## config.mk

```make
export PLATFORM = sky130hd
export DESIGN_NAME = multi_waveform_oscillator
export DESIGN_NICKNAME = d
export VERILOG_FILES = /design/src/sv/mwo_pkg.sv /design/src/sv/multi_waveform_oscillator.sv /design/src/sv/mwo_front.sv /design/src/sv/mwo_queue.sv /design/src/sv/mwo_back.sv
export SDC_FILE = /design/constraint.sdc
export NUM_CORES = 2
export LEC_CHECK = 0
export BUFFER_PORTS_ARGS = -buffer_cell sky130_fd_sc_hd__buf_2
export CAP_MARGIN = 10
export CORE_ASPECT_RATIO = 0.9
export CORE_MARGIN = 5
export CORE_UTILIZATION = 55
export CTS_CLUSTER_SIZE = 8
export DETAILED_ROUTE_END_ITERATION = 8
export HOLD_SLACK_MARGIN = 0.06
export PLACE_DENSITY = 0.74
export SLEW_MARGIN = 20
export SYNTH_ARGS = -nofsm -noshare
export SYNTH_HDL_FRONTEND = slang
export SYNTH_SLANG_ARGS = --single-unit
```

## constraint.sdc

```tcl
create_clock -name clock -period 8.6 [get_ports clock]
set_clock_uncertainty 0.2 [all_clocks]
set_input_delay 0.43 -clock clock [delete_from_list [all_inputs] [get_ports clock]]
set_output_delay 0.43 -clock clock [all_outputs]
set_load 0.02 [all_outputs]
```

## src/sv/mwo_pkg.sv

```systemverilog
`timescale 1ns / 1ps

package mwo_pkg;

   // Field widths
   localparam int FRAC_BITS      = 32;   // phase as a fraction of one cycle
   localparam int LEVEL_BITS     = 16;
   localparam int SAMPLE_BITS    = 16;
   localparam int SINE_ADDR_BITS = 10;
   localparam int Q15_BITS       = 15;
   localparam int CSR_INDEX_BITS = 4;
   localparam int CSR_DATA_BITS  = 32;

   // Quarter-wave sine ROM
   localparam int QTR_ADDR_BITS = SINE_ADDR_BITS - 2;
   localparam int QTR_SIZE      = 1 << QTR_ADDR_BITS;

   // Work word passed from front to back: level difference times this operand
   localparam int OPND_BITS = FRAC_BITS + 1;

   // Queue between front and back
   localparam int QUEUE_DEPTH    = 4;
   localparam int QUEUE_PTR_BITS = $clog2(QUEUE_DEPTH);

   typedef enum logic [1:0] {
      WAVE_SINE     = 2'd0,
      WAVE_SQUARE   = 2'd1,
      WAVE_SAW      = 2'd2,
      WAVE_TRIANGLE = 2'd3
   } wave_type;

   // Register indexes
   localparam logic [CSR_INDEX_BITS-1:0] CSR_WAVEFORM   = CSR_INDEX_BITS'(0);
   localparam logic [CSR_INDEX_BITS-1:0] CSR_PHASE_STEP = CSR_INDEX_BITS'(1);
   localparam logic [CSR_INDEX_BITS-1:0] CSR_LEVEL_HIGH = CSR_INDEX_BITS'(2);
   localparam logic [CSR_INDEX_BITS-1:0] CSR_LEVEL_LOW  = CSR_INDEX_BITS'(3);

   typedef struct packed {
      wave_type                      waveform;
      logic [FRAC_BITS-1:0]          phase_step;
      logic signed [LEVEL_BITS-1:0]  level_high;
      logic signed [LEVEL_BITS-1:0]  level_low;
   } cfg_type;

   typedef struct packed {
      wave_type                      wave;
      logic signed [OPND_BITS-1:0]   opnd;
   } work_type;

   // Taylor series constants, Q30
   localparam longint unsigned HALF_PI_Q30 = 64'd1686629713;
   localparam longint          ONE_Q30     = 64'sd1073741824;

   // sin(m/QTR_SIZE * pi/2) in Q15, evaluated at elaboration only
   function automatic logic [Q15_BITS-1:0] quarter_sine(input int unsigned m);
      longint unsigned x;
      longint unsigned x2;
      longint unsigned term;
      longint          sum;
      x    = (longint'(m) * HALF_PI_Q30) >> QTR_ADDR_BITS;
      x2   = (x * x) >> 30;
      term = x;
      sum  = longint'(x);
      // odd powers up to x^13; each term divides by (2n)(2n+1), signs alternate
      term = ((term * x2) >> 30) / 64'd6;
      sum  = sum - longint'(term);
      term = ((term * x2) >> 30) / 64'd20;
      sum  = sum + longint'(term);
      term = ((term * x2) >> 30) / 64'd42;
      sum  = sum - longint'(term);
      term = ((term * x2) >> 30) / 64'd72;
      sum  = sum + longint'(term);
      term = ((term * x2) >> 30) / 64'd110;
      sum  = sum - longint'(term);
      term = ((term * x2) >> 30) / 64'd156;
      sum  = sum + longint'(term);
      if (sum < 0)
         sum = 0;
      if (sum > ONE_Q30)
         sum = ONE_Q30;
      return Q15_BITS'((sum * 32767 + ONE_Q30 / 2) >> 30);
   endfunction

   typedef logic [Q15_BITS-1:0] qtr_rom_type [QTR_SIZE];

   function automatic qtr_rom_type build_qtr_rom();
      qtr_rom_type rom;
      int          k;
      for (k = 0; k < QTR_SIZE; k++)
         rom[k] = quarter_sine(k);
      return rom;
   endfunction

   localparam qtr_rom_type          QTR_ROM   = build_qtr_rom();
   // value at the quarter point, just past the end of the ROM
   localparam logic [Q15_BITS-1:0]  SINE_PEAK = quarter_sine(QTR_SIZE);

endpackage

```

## src/sv/multi_waveform_oscillator.sv

```systemverilog
// Multi-waveform oscillator (sine, square, sawtooth, triangle).
// A request passes phase, classify, queue, multiply, offset, divide and clamp steps to rsp.
// Throughput: one word per cycle unless rsp_ready stalls; the phase multiplier, the classify
// stage and level multiplier are each one stage, with a 4-word queue between front and back.
// Reset (synchronous, active high) empties the pipeline and queue and loads the default
// registers: sine, zero step, full-scale high and low levels.
`timescale 1ns / 1ps

module multi_waveform_oscillator (
   input  logic                                   clock,
   input  logic                                   reset,
   input  logic                                   req_valid,
   output logic                                   req_ready,
   input  logic [31:0]                            req_sample_index,
   output logic                                   rsp_valid,
   input  logic                                   rsp_ready,
   output logic [mwo_pkg::SAMPLE_BITS-1:0]        rsp_sample_value,
   input  logic                                   csr_we,
   input  logic [mwo_pkg::CSR_INDEX_BITS-1:0]     csr_index,
   input  logic [mwo_pkg::CSR_DATA_BITS-1:0]      csr_wdata
);
   import mwo_pkg::*;

   cfg_type   cfg_ff;
   cfg_type   cfg_in;
   logic      push;
   work_type  push_data;
   logic      pop;
   work_type  head;
   logic      full;
   logic      empty;

   // Register writes; unknown indexes are dropped
   always_comb begin
      cfg_in = cfg_ff;
      if (csr_we) begin
         case (csr_index)
            CSR_WAVEFORM:   cfg_in.waveform   = wave_type'(csr_wdata[1:0]);
            CSR_PHASE_STEP: cfg_in.phase_step = csr_wdata[FRAC_BITS-1:0];
            CSR_LEVEL_HIGH: cfg_in.level_high = csr_wdata[LEVEL_BITS-1:0];
            CSR_LEVEL_LOW:  cfg_in.level_low  = csr_wdata[LEVEL_BITS-1:0];
            default:        cfg_in = cfg_ff;
         endcase
      end
   end

   always_ff @(posedge clock) begin
      if (reset) begin
         cfg_ff.waveform   <= WAVE_SINE;
         cfg_ff.phase_step <= '0;
         cfg_ff.level_high <= {1'b0, {(LEVEL_BITS - 1){1'b1}}};
         cfg_ff.level_low  <= {1'b1, {(LEVEL_BITS - 1){1'b0}}};
      end else begin
         cfg_ff <= cfg_in;
      end
   end

   mwo_front u_front (
      .clock            (clock),
      .reset            (reset),
      .cfg_i            (cfg_ff),
      .req_valid        (req_valid),
      .req_ready        (req_ready),
      .req_sample_index (req_sample_index),
      .push_o           (push),
      .push_data_o      (push_data),
      .full_i           (full)
   );

   mwo_queue u_queue (
      .clock       (clock),
      .reset       (reset),
      .push_i      (push),
      .push_data_i (push_data),
      .pop_i       (pop),
      .head_o      (head),
      .full_o      (full),
      .empty_o     (empty)
   );

   mwo_back u_back (
      .clock            (clock),
      .reset            (reset),
      .cfg_i            (cfg_ff),
      .head_i           (head),
      .empty_i          (empty),
      .pop_o            (pop),
      .rsp_valid        (rsp_valid),
      .rsp_ready        (rsp_ready),
      .rsp_sample_value (rsp_sample_value)
   );

endmodule

```

## src/sv/mwo_front.sv

```systemverilog
`timescale 1ns / 1ps

module mwo_front (
   input  logic               clock,
   input  logic               reset,
   input  mwo_pkg::cfg_type   cfg_i,
   input  logic               req_valid,
   output logic               req_ready,
   input  logic [31:0]        req_sample_index,
   output logic               push_o,
   output mwo_pkg::work_type  push_data_o,
   input  logic               full_i
);
   import mwo_pkg::*;

   localparam logic signed [OPND_BITS-1:0] TRI_MID = OPND_BITS'(1) << (FRAC_BITS - 1);

   logic                          f1_v_ff;
   logic [FRAC_BITS-1:0]          u_ff;
   logic [FRAC_BITS-1:0]          u_in;
   logic                          f2_v_ff;
   work_type                      f2_work_ff;
   work_type                      work_in;
   logic                          f2_load;
   logic [SINE_ADDR_BITS-1:0]     addr;
   logic [1:0]                    quad;
   logic [QTR_ADDR_BITS-1:0]      rem;
   logic [QTR_ADDR_BITS-1:0]      rom_idx;
   logic [Q15_BITS-1:0]           mag;
   logic signed [Q15_BITS:0]      sine_t;
   logic signed [LEVEL_BITS-1:0]  sq_level;
   logic signed [OPND_BITS-1:0]   u_ext;
   logic signed [OPND_BITS-1:0]   tri_v;

   // Stage handshake: the classify stage empties into the queue
   assign push_o      = f2_v_ff && !full_i;
   assign push_data_o = f2_work_ff;
   assign f2_load     = !f2_v_ff || push_o;
   assign req_ready   = !f1_v_ff || f2_load;

   // Phase: index times step, wrapping
   assign u_in = req_sample_index * cfg_i.phase_step;

   // Classify: sine lookup, square level, ramp and triangle operands
   always_comb begin
      addr    = u_ff[FRAC_BITS-1 -: SINE_ADDR_BITS];
      quad    = addr[SINE_ADDR_BITS-1 -: 2];
      rem     = addr[QTR_ADDR_BITS-1:0];
      rom_idx = quad[0] ? (~rem + 1'b1) : rem;
      if (quad[0] && (rem == '0))
         mag = SINE_PEAK;
      else
         mag = QTR_ROM[rom_idx];
      sine_t   = quad[1] ? -$signed({1'b0, mag}) : $signed({1'b0, mag});
      sq_level = u_ff[FRAC_BITS-1] ? cfg_i.level_low : cfg_i.level_high;
      u_ext    = $signed({1'b0, u_ff});

      // triangle: rises in the first quarter, falls through the middle half, rises in the last
      case (u_ff[FRAC_BITS-1 -: 2])
         2'b00:   tri_v = u_ext;
         2'b11:   tri_v = $signed({1'b1, u_ff});
         default: tri_v = TRI_MID - u_ext;
      endcase

      work_in.wave = cfg_i.waveform;
      case (cfg_i.waveform)
         WAVE_SINE:     work_in.opnd = OPND_BITS'(sine_t);
         WAVE_SQUARE:   work_in.opnd = OPND_BITS'(sq_level);
         WAVE_SAW:      work_in.opnd = u_ext;
         WAVE_TRIANGLE: work_in.opnd = tri_v;
         default:       work_in.opnd = '0;
      endcase
   end

   // Valid bits
   always_ff @(posedge clock) begin
      if (reset) begin
         f1_v_ff <= 1'b0;
         f2_v_ff <= 1'b0;
      end else begin
         if (req_ready)
            f1_v_ff <= req_valid;
         if (f2_load)
            f2_v_ff <= f1_v_ff;
      end
   end

   // Payload
   always_ff @(posedge clock) begin
      if (req_ready)
         u_ff <= u_in;
      if (f2_load)
         f2_work_ff <= work_in;
   end

   // a stalled work word waits in the classify stage
   a_front_hold: assert property (@(posedge clock) disable iff (reset)
      (f2_v_ff && full_i) |=> (f2_v_ff && $stable(f2_work_ff)))
      else $error("front: stalled work word lost or changed");

endmodule

```

## src/sv/mwo_queue.sv

```systemverilog
`timescale 1ns / 1ps

module mwo_queue (
   input  logic               clock,
   input  logic               reset,
   input  logic               push_i,
   input  mwo_pkg::work_type  push_data_i,
   input  logic               pop_i,
   output mwo_pkg::work_type  head_o,
   output logic               full_o,
   output logic               empty_o
);
   import mwo_pkg::*;

   localparam logic [QUEUE_PTR_BITS:0] COUNT_ONE  = (QUEUE_PTR_BITS + 1)'(1);
   localparam logic [QUEUE_PTR_BITS:0] COUNT_FULL = (QUEUE_PTR_BITS + 1)'(QUEUE_DEPTH);

   work_type                   mem_ff [QUEUE_DEPTH];
   logic [QUEUE_PTR_BITS-1:0]  wr_ptr_ff;
   logic [QUEUE_PTR_BITS-1:0]  rd_ptr_ff;
   logic [QUEUE_PTR_BITS:0]    count_ff;
   logic [QUEUE_PTR_BITS:0]    count_in;

   assign head_o  = mem_ff[rd_ptr_ff];
   assign full_o  = (count_ff == COUNT_FULL);
   assign empty_o = (count_ff == '0);

   always_comb begin
      case ({push_i, pop_i})
         2'b10:   count_in = count_ff + COUNT_ONE;
         2'b01:   count_in = count_ff - COUNT_ONE;
         default: count_in = count_ff;
      endcase
   end

   // Pointers and fill level
   always_ff @(posedge clock) begin
      if (reset) begin
         wr_ptr_ff <= '0;
         rd_ptr_ff <= '0;
         count_ff  <= '0;
      end else begin
         if (push_i)
            wr_ptr_ff <= wr_ptr_ff + 1'b1;
         if (pop_i)
            rd_ptr_ff <= rd_ptr_ff + 1'b1;
         count_ff <= count_in;
      end
   end

   // Storage
   always_ff @(posedge clock) begin
      if (push_i)
         mem_ff[wr_ptr_ff] <= push_data_i;
   end

   a_no_overflow: assert property (@(posedge clock) disable iff (reset)
      push_i |-> !full_o)
      else $error("queue: push while full");

   a_no_underflow: assert property (@(posedge clock) disable iff (reset)
      pop_i |-> !empty_o)
      else $error("queue: pop while empty");

   a_count_step: assert property (@(posedge clock) disable iff (reset)
      (push_i && !pop_i) |=> (count_ff == $past(count_ff) + COUNT_ONE))
      else $error("queue: fill level did not follow a lone push");

endmodule

```

## src/sv/mwo_back.sv

```systemverilog
`timescale 1ns / 1ps

module mwo_back (
   input  logic                          clock,
   input  logic                          reset,
   input  mwo_pkg::cfg_type              cfg_i,
   input  mwo_pkg::work_type             head_i,
   input  logic                          empty_i,
   output logic                          pop_o,
   output logic                          rsp_valid,
   input  logic                          rsp_ready,
   output logic [mwo_pkg::SAMPLE_BITS-1:0] rsp_sample_value
);
   import mwo_pkg::*;

   localparam int DIFF_BITS = LEVEL_BITS + 1;
   localparam int OFF_BITS  = LEVEL_BITS + 2;
   localparam int PROD_BITS = DIFF_BITS + OPND_BITS;
   localparam int SUM_BITS  = PROD_BITS + 1;
   localparam int VAL_BITS  = 35;
   localparam int QB        = 20;
   localparam int TRI_SHIFT = FRAC_BITS - 1;

   localparam logic signed [QB-1:0] SMAX = QB'((1 << (SAMPLE_BITS - 1)) - 1);
   localparam logic signed [QB-1:0] SMIN = -SMAX - QB'(1);
   localparam logic signed [QB-1:0] Q15_MAX = QB'((1 << Q15_BITS) - 1);
   localparam logic signed [QB-1:0] Q_ONE   = QB'(1);

   logic                          advance;
   // derived level terms, refreshed every cycle
   logic signed [DIFF_BITS-1:0]   d_ff;
   logic signed [OFF_BITS-1:0]    s1;
   logic signed [SUM_BITS-1:0]    sine_off_ff;
   logic signed [SUM_BITS-1:0]    tri_off_ff;
   // multiply stage
   logic                          b1_v_ff;
   wave_type                      b1_wave_ff;
   logic signed [PROD_BITS-1:0]   prod_ff;
   logic signed [PROD_BITS-1:0]   prod_in;
   logic signed [LEVEL_BITS-1:0]  lvl_ff;
   // offset and scale stage
   logic                          b2_v_ff;
   logic                          b2_sine_ff;
   logic signed [VAL_BITS-1:0]    val_ff;
   logic signed [VAL_BITS-1:0]    val_in;
   logic signed [SUM_BITS-1:0]    sine_sum;
   logic signed [SUM_BITS-1:0]    tri_sum;
   // first divide step
   logic                          b3_v_ff;
   logic signed [QB-1:0]          q_ff;
   logic signed [QB-1:0]          q_in;
   logic signed [QB-1:0]          r_ff;
   logic signed [QB-1:0]          r_in;
   // last divide step and clamp
   logic signed [QB-1:0]          q1;
   logic signed [QB-1:0]          r2;
   logic signed [QB-1:0]          corr;
   logic signed [QB-1:0]          qf;
   logic signed [QB-1:0]          sat;
   logic                          rsp_valid_ff;
   logic [SAMPLE_BITS-1:0]        rsp_value_ff;

   assign advance          = !rsp_valid_ff || rsp_ready;
   assign pop_o            = advance && !empty_i;
   assign rsp_valid        = rsp_valid_ff;
   assign rsp_sample_value = rsp_value_ff;

   assign s1 = OFF_BITS'(cfg_i.level_high) + OFF_BITS'(cfg_i.level_low) + OFF_BITS'(1);

   // Level difference and per-waveform offsets: (S+1)*32767 and (S+1)*2^30
   always_ff @(posedge clock) begin
      d_ff        <= DIFF_BITS'(cfg_i.level_high) - DIFF_BITS'(cfg_i.level_low);
      sine_off_ff <= (SUM_BITS'(s1) <<< Q15_BITS) - SUM_BITS'(s1);
      tri_off_ff  <= SUM_BITS'(s1) <<< (TRI_SHIFT - 1);
   end

   // Multiply by level difference
   assign prod_in = d_ff * head_i.opnd;

   // Offset and scale per waveform
   always_comb begin
      sine_sum = SUM_BITS'(prod_ff) + sine_off_ff;
      tri_sum  = SUM_BITS'(prod_ff) + tri_off_ff;
      case (b1_wave_ff)
         WAVE_SINE:     val_in = VAL_BITS'(sine_sum >>> 1);
         WAVE_SQUARE:   val_in = VAL_BITS'(lvl_ff);
         WAVE_SAW:      val_in = VAL_BITS'(prod_ff >>> FRAC_BITS) +
                                 VAL_BITS'(cfg_i.level_low);
         WAVE_TRIANGLE: val_in = VAL_BITS'(tri_sum >>> TRI_SHIFT);
         default:       val_in = '0;
      endcase
   end

   // Divide by 32767, first step: x = q0*2^15 + b gives x = q0*32767 + (q0 + b)
   always_comb begin
      if (b2_sine_ff) begin
         q_in = QB'(val_ff >>> Q15_BITS);
         r_in = $signed(QB'({1'b0, val_ff[Q15_BITS-1:0]})) + q_in;
      end else begin
         q_in = QB'(val_ff);
         r_in = '0;
      end
   end

   // Second step leaves a remainder within a few counts of 0..32766
   always_comb begin
      q1 = r_ff >>> Q15_BITS;
      r2 = $signed(QB'({1'b0, r_ff[Q15_BITS-1:0]})) + q1;
      if (r2 < 0)
         corr = -Q_ONE;
      else if (r2 >= Q15_MAX)
         corr = Q_ONE;
      else
         corr = '0;
      qf = q_ff + q1 + corr;
      if (qf > SMAX)
         sat = SMAX;
      else if (qf < SMIN)
         sat = SMIN;
      else
         sat = qf;
   end

   // Valid bits: the whole back end moves together
   always_ff @(posedge clock) begin
      if (reset) begin
         b1_v_ff      <= 1'b0;
         b2_v_ff      <= 1'b0;
         b3_v_ff      <= 1'b0;
         rsp_valid_ff <= 1'b0;
      end else if (advance) begin
         b1_v_ff      <= pop_o;
         b2_v_ff      <= b1_v_ff;
         b3_v_ff      <= b2_v_ff;
         rsp_valid_ff <= b3_v_ff;
      end
   end

   // Payload
   always_ff @(posedge clock) begin
      if (advance) begin
         b1_wave_ff   <= head_i.wave;
         prod_ff      <= prod_in;
         lvl_ff       <= head_i.opnd[LEVEL_BITS-1:0];
         b2_sine_ff   <= (b1_wave_ff == WAVE_SINE);
         val_ff       <= val_in;
         q_ff         <= q_in;
         r_ff         <= r_in;
         rsp_value_ff <= sat[SAMPLE_BITS-1:0];
      end
   end

   a_rsp_from_pipe: assert property (@(posedge clock) disable iff (reset)
      $rose(rsp_valid_ff) |-> $past(b3_v_ff))
      else $error("back: result word appeared without a word in the last stage");

   a_stall_holds: assert property (@(posedge clock) disable iff (reset)
      (rsp_valid_ff && !rsp_ready) |=> $stable({b1_v_ff, b2_v_ff, b3_v_ff}))
      else $error("back: pipeline moved while the output was stalled");

endmodule
```

==> impl_metrics.ini <==
[yosys]
synth_common_cells = nand2_1 (1145), inv_1 (1132), fa_1 (957)
ys_warn_count = 0
syn_area_per_cell_um2 = 9.25
synth_nets = 8757
synth_top_area_share_pct = 28.4
synth_edf_count = 367
syn_inst = 7286
async_flop_share_pct = 0
yosysMostFrequentCell = nand2_1
yosys_most_used_dff = edfxtp_1
yosys-top-cells-area = fa_1 (28%), edfxtp_1 (16%), ha_1 (8.2%)
synth_cell_types = 104
synth_seq_area_share_pct = 20.8
ys_ff_latch = 516
syn_area_mm2 = 0.0674
yosysTopAreaCell = fa_1

[critical_path]
worstSetupPathType = flop to flop
crit_path_end_kind = flop
worstPathRequired_ns = 8.74
worst-r2r-cell-count = 23
worst_r2r_endpoint = u_back.prod_ff[49]
worst_setup_path_start_kind = flop
rrSetupSlack_ns = 0.53
critPathMaxFanout = 17
cp.arrival_ns = 8.22

[finish]
finish.utilization_pct = 59.4
final_cell_area_mm2 = 0.0721
fin_nets = 8718
area_growth_pct = 6.98
drive_gt1_share_pct = 6.47

[sta]
hold_violations = 0
layout_setup_ws_ns = 0.529
slew_violations = 0
fin_tns_setup_ns = 0
setup_viol = 0
tightest_slew_ns = 1.24
relSlewSlack_pct = 17.2
post-route-period-util_pct = 93.8
fin_crit_ns = 8.07
rsz0062_at_grt = no
max_freq_ghz = 0.124

[floorplan]
die-area_mm2 = 0.130
start_util_pct = 55.5
core_mm2 = 0.121
fp.dieH_um = 342
die_x_um = 379
ios = 91
num_rows = 121

[routing]
avgRoutedWirePerCell_um = 23.3
drt_iter0_markers = 5846
viasPerCell = 6.12
num_vias = 54488
first_pass_iters = 6
routed_wl_mm = 208
drc = 0
ant_nets = 0

[hold_path]
min_to = cfg_ff[64]
hold_class = input pin to flop
min-delay-start = csr_index[0]
holdPathStages = 4

[placed_design]
routabilityCongestion = 1.03
dp_slack_ns = 0.299
place_area_mm2 = 0.0694
port_buffers = 90
hpwl_mm = 159

[clock_network]
htree_levels = 3
cts_buffers = 76
clkSinkCount = 516
clock-root-buffer = clkbuf_16
clk_pin_slew_worst_paths_ns = 0.05
clk_latency_ns = 0.64
cts_buffer_depth = 3
tritoncts = built

[global_route]
grt_pass1_wl_mm = 321
antenna_found_initial = 8
grt_pass1_vias = 54881
grt_max_degree = 96
grt_overflow_total = 0
grtUsageTotal_pct = 32.0

[flow_run]
max-cap-violations = 0

[outcome]
status = completed
## repair_timing
action	4_1_cts	5_1_grt
buffers inserted	0	1
endpoints found under the setup margin	0	3
gates resized for setup	0	2
endpoints found under the hold margin	67	0
hold buffers	36	0
## registers in the layout, indices dropped and copies added (netlist names), 2 cells and up, named ones only
| register | count |
|---|---|
| u_queue.wr_ptr_ff | 2 |
| u_back.tri_off_ff | 17 |
| u_back.rsp_sample_value | 16 |
| u_queue.rd_ptr_ff | 2 |
| u_back.q_ff | 20 |
| u_front.push_data_o | 35 |
| u_back.b1_wave_ff | 2 |
| u_back.r_ff | 20 |
| u_front.u_ff | 32 |
| u_back.lvl_ff | 16 |
| u_back.val_ff | 35 |
| cfg_ff | 66 |
| u_back.d_ff | 17 |
| u_queue.count_ff | 3 |
| u_back.sine_off_ff | 34 |
| u_back.prod_ff | 50 |
| u_queue.mem_ff | 140 |
## per-layer routing
metal	vias up	GRT usage [%]	wire length (µm)
met4	4	17.5	14100
li1	23745	-	-
met1	26957	41.5	78700
met5	-	0.528	109
met2	3095	49.5	92900
met3	687	8.14	21700
## area by class of cell
type                            count  area, µm²
Multi-Input combinational cell   5254      47600
Clock buffer                      123       2190
Clock inverter                      6       87.6
Timing Repair Buffer              262       1870
Antenna cell                        7       17.5
Tap cell                         1599       2000
Sequential cell                   516      14000
Fill cell                       10171      49300
Inverter                         1137       4280
## cells by family after synthesis
logic type               share of synthesized area, %
multiplexers                                     2.74
flip-flops                                       20.8
AO/OA/AOI/OAI                                    11.7
AND/OR/NAND/NOR                                  15.4
buffers and inverters                            8.60
adder cells (fa/ha/maj)                          36.6
XOR/XNOR                                         4.15
## critical path, stage by stage, from the launching register on
cell	delay, ns
dfxtp_4	0.51
buf_4	0.32
mux4_2	0.69
nand2_1	0.17
fa_1	0.58
inv_1	0.08
fa_1	0.54
inv_1	0.06
fa_1	0.49
fa_1	0.50
fa_1	0.49
inv_1	0.06
fa_1	0.45
ha_1	0.36
and4_1	0.24
and3_1	0.19
o21ai_0	0.11
a41o_1	0.20
o211ai_1	0.14
a41o_1	0.37
a211oi_1	0.50
o21ai_0	0.21
a21oi_1	0.22
xnor2_1	0.09
## layout by cell type, fill, tap and decap left out, types with 36 or more instances in the layout
cell,synthesis,routed
dlygate4sd3_1,0,36
clkbuf_1,295,41
a21oi_1,312,311
nor2_1,268,267
a21o_1,85,85
clkbuf_16,0,81
xor2_1,94,93
dfxtp_1,149,148
mux2i_1,38,38
nand2_1,1145,1145
nand2b_1,76,76
buf_4,4,133
inv_1,1132,1131
buf_2,40,90
o211ai_1,39,39
ha_1,441,441
nor3_1,90,88
a31oi_1,41,41
nor2b_1,49,49
nand3_1,91,91
xnor2_1,220,220
o21ai_0,252,252
a211oi_1,39,39
fa_1,957,957
edfxtp_1,367,367
mux4_2,53,53
and2_1,327,325
## worst max path at each step
stage	startpoint	end	slack [ns]	cells after the start
6_report	flop	u_back.prod_ff[49]	0.53	23
5_1_grt	flop	u_back.prod_ff[46]	0.11	24
4_1_cts	flop	u_back.prod_ff[46]	0.22	25
3_5_place_dp	flop	u_back.prod_ff[46]	0.30	25
3_3_place_gp	flop	u_back.prod_ff[46]	0.51	25
2_1_floorplan	flop	u_back.prod_ff[48]	0.53	26
## metrics by stage
step	hold WS, ns	cells
floorplan	0.206	7286
global placement	0.253	8731
detailed placement	0.265	8731
CTS	0.0629	8896
global route	0.110	8900
finish	0.102	8904
Power is left out: the tool's default activity adds up to more than one toggle a clock period on the data nets, which glitch-free logic cannot reach.
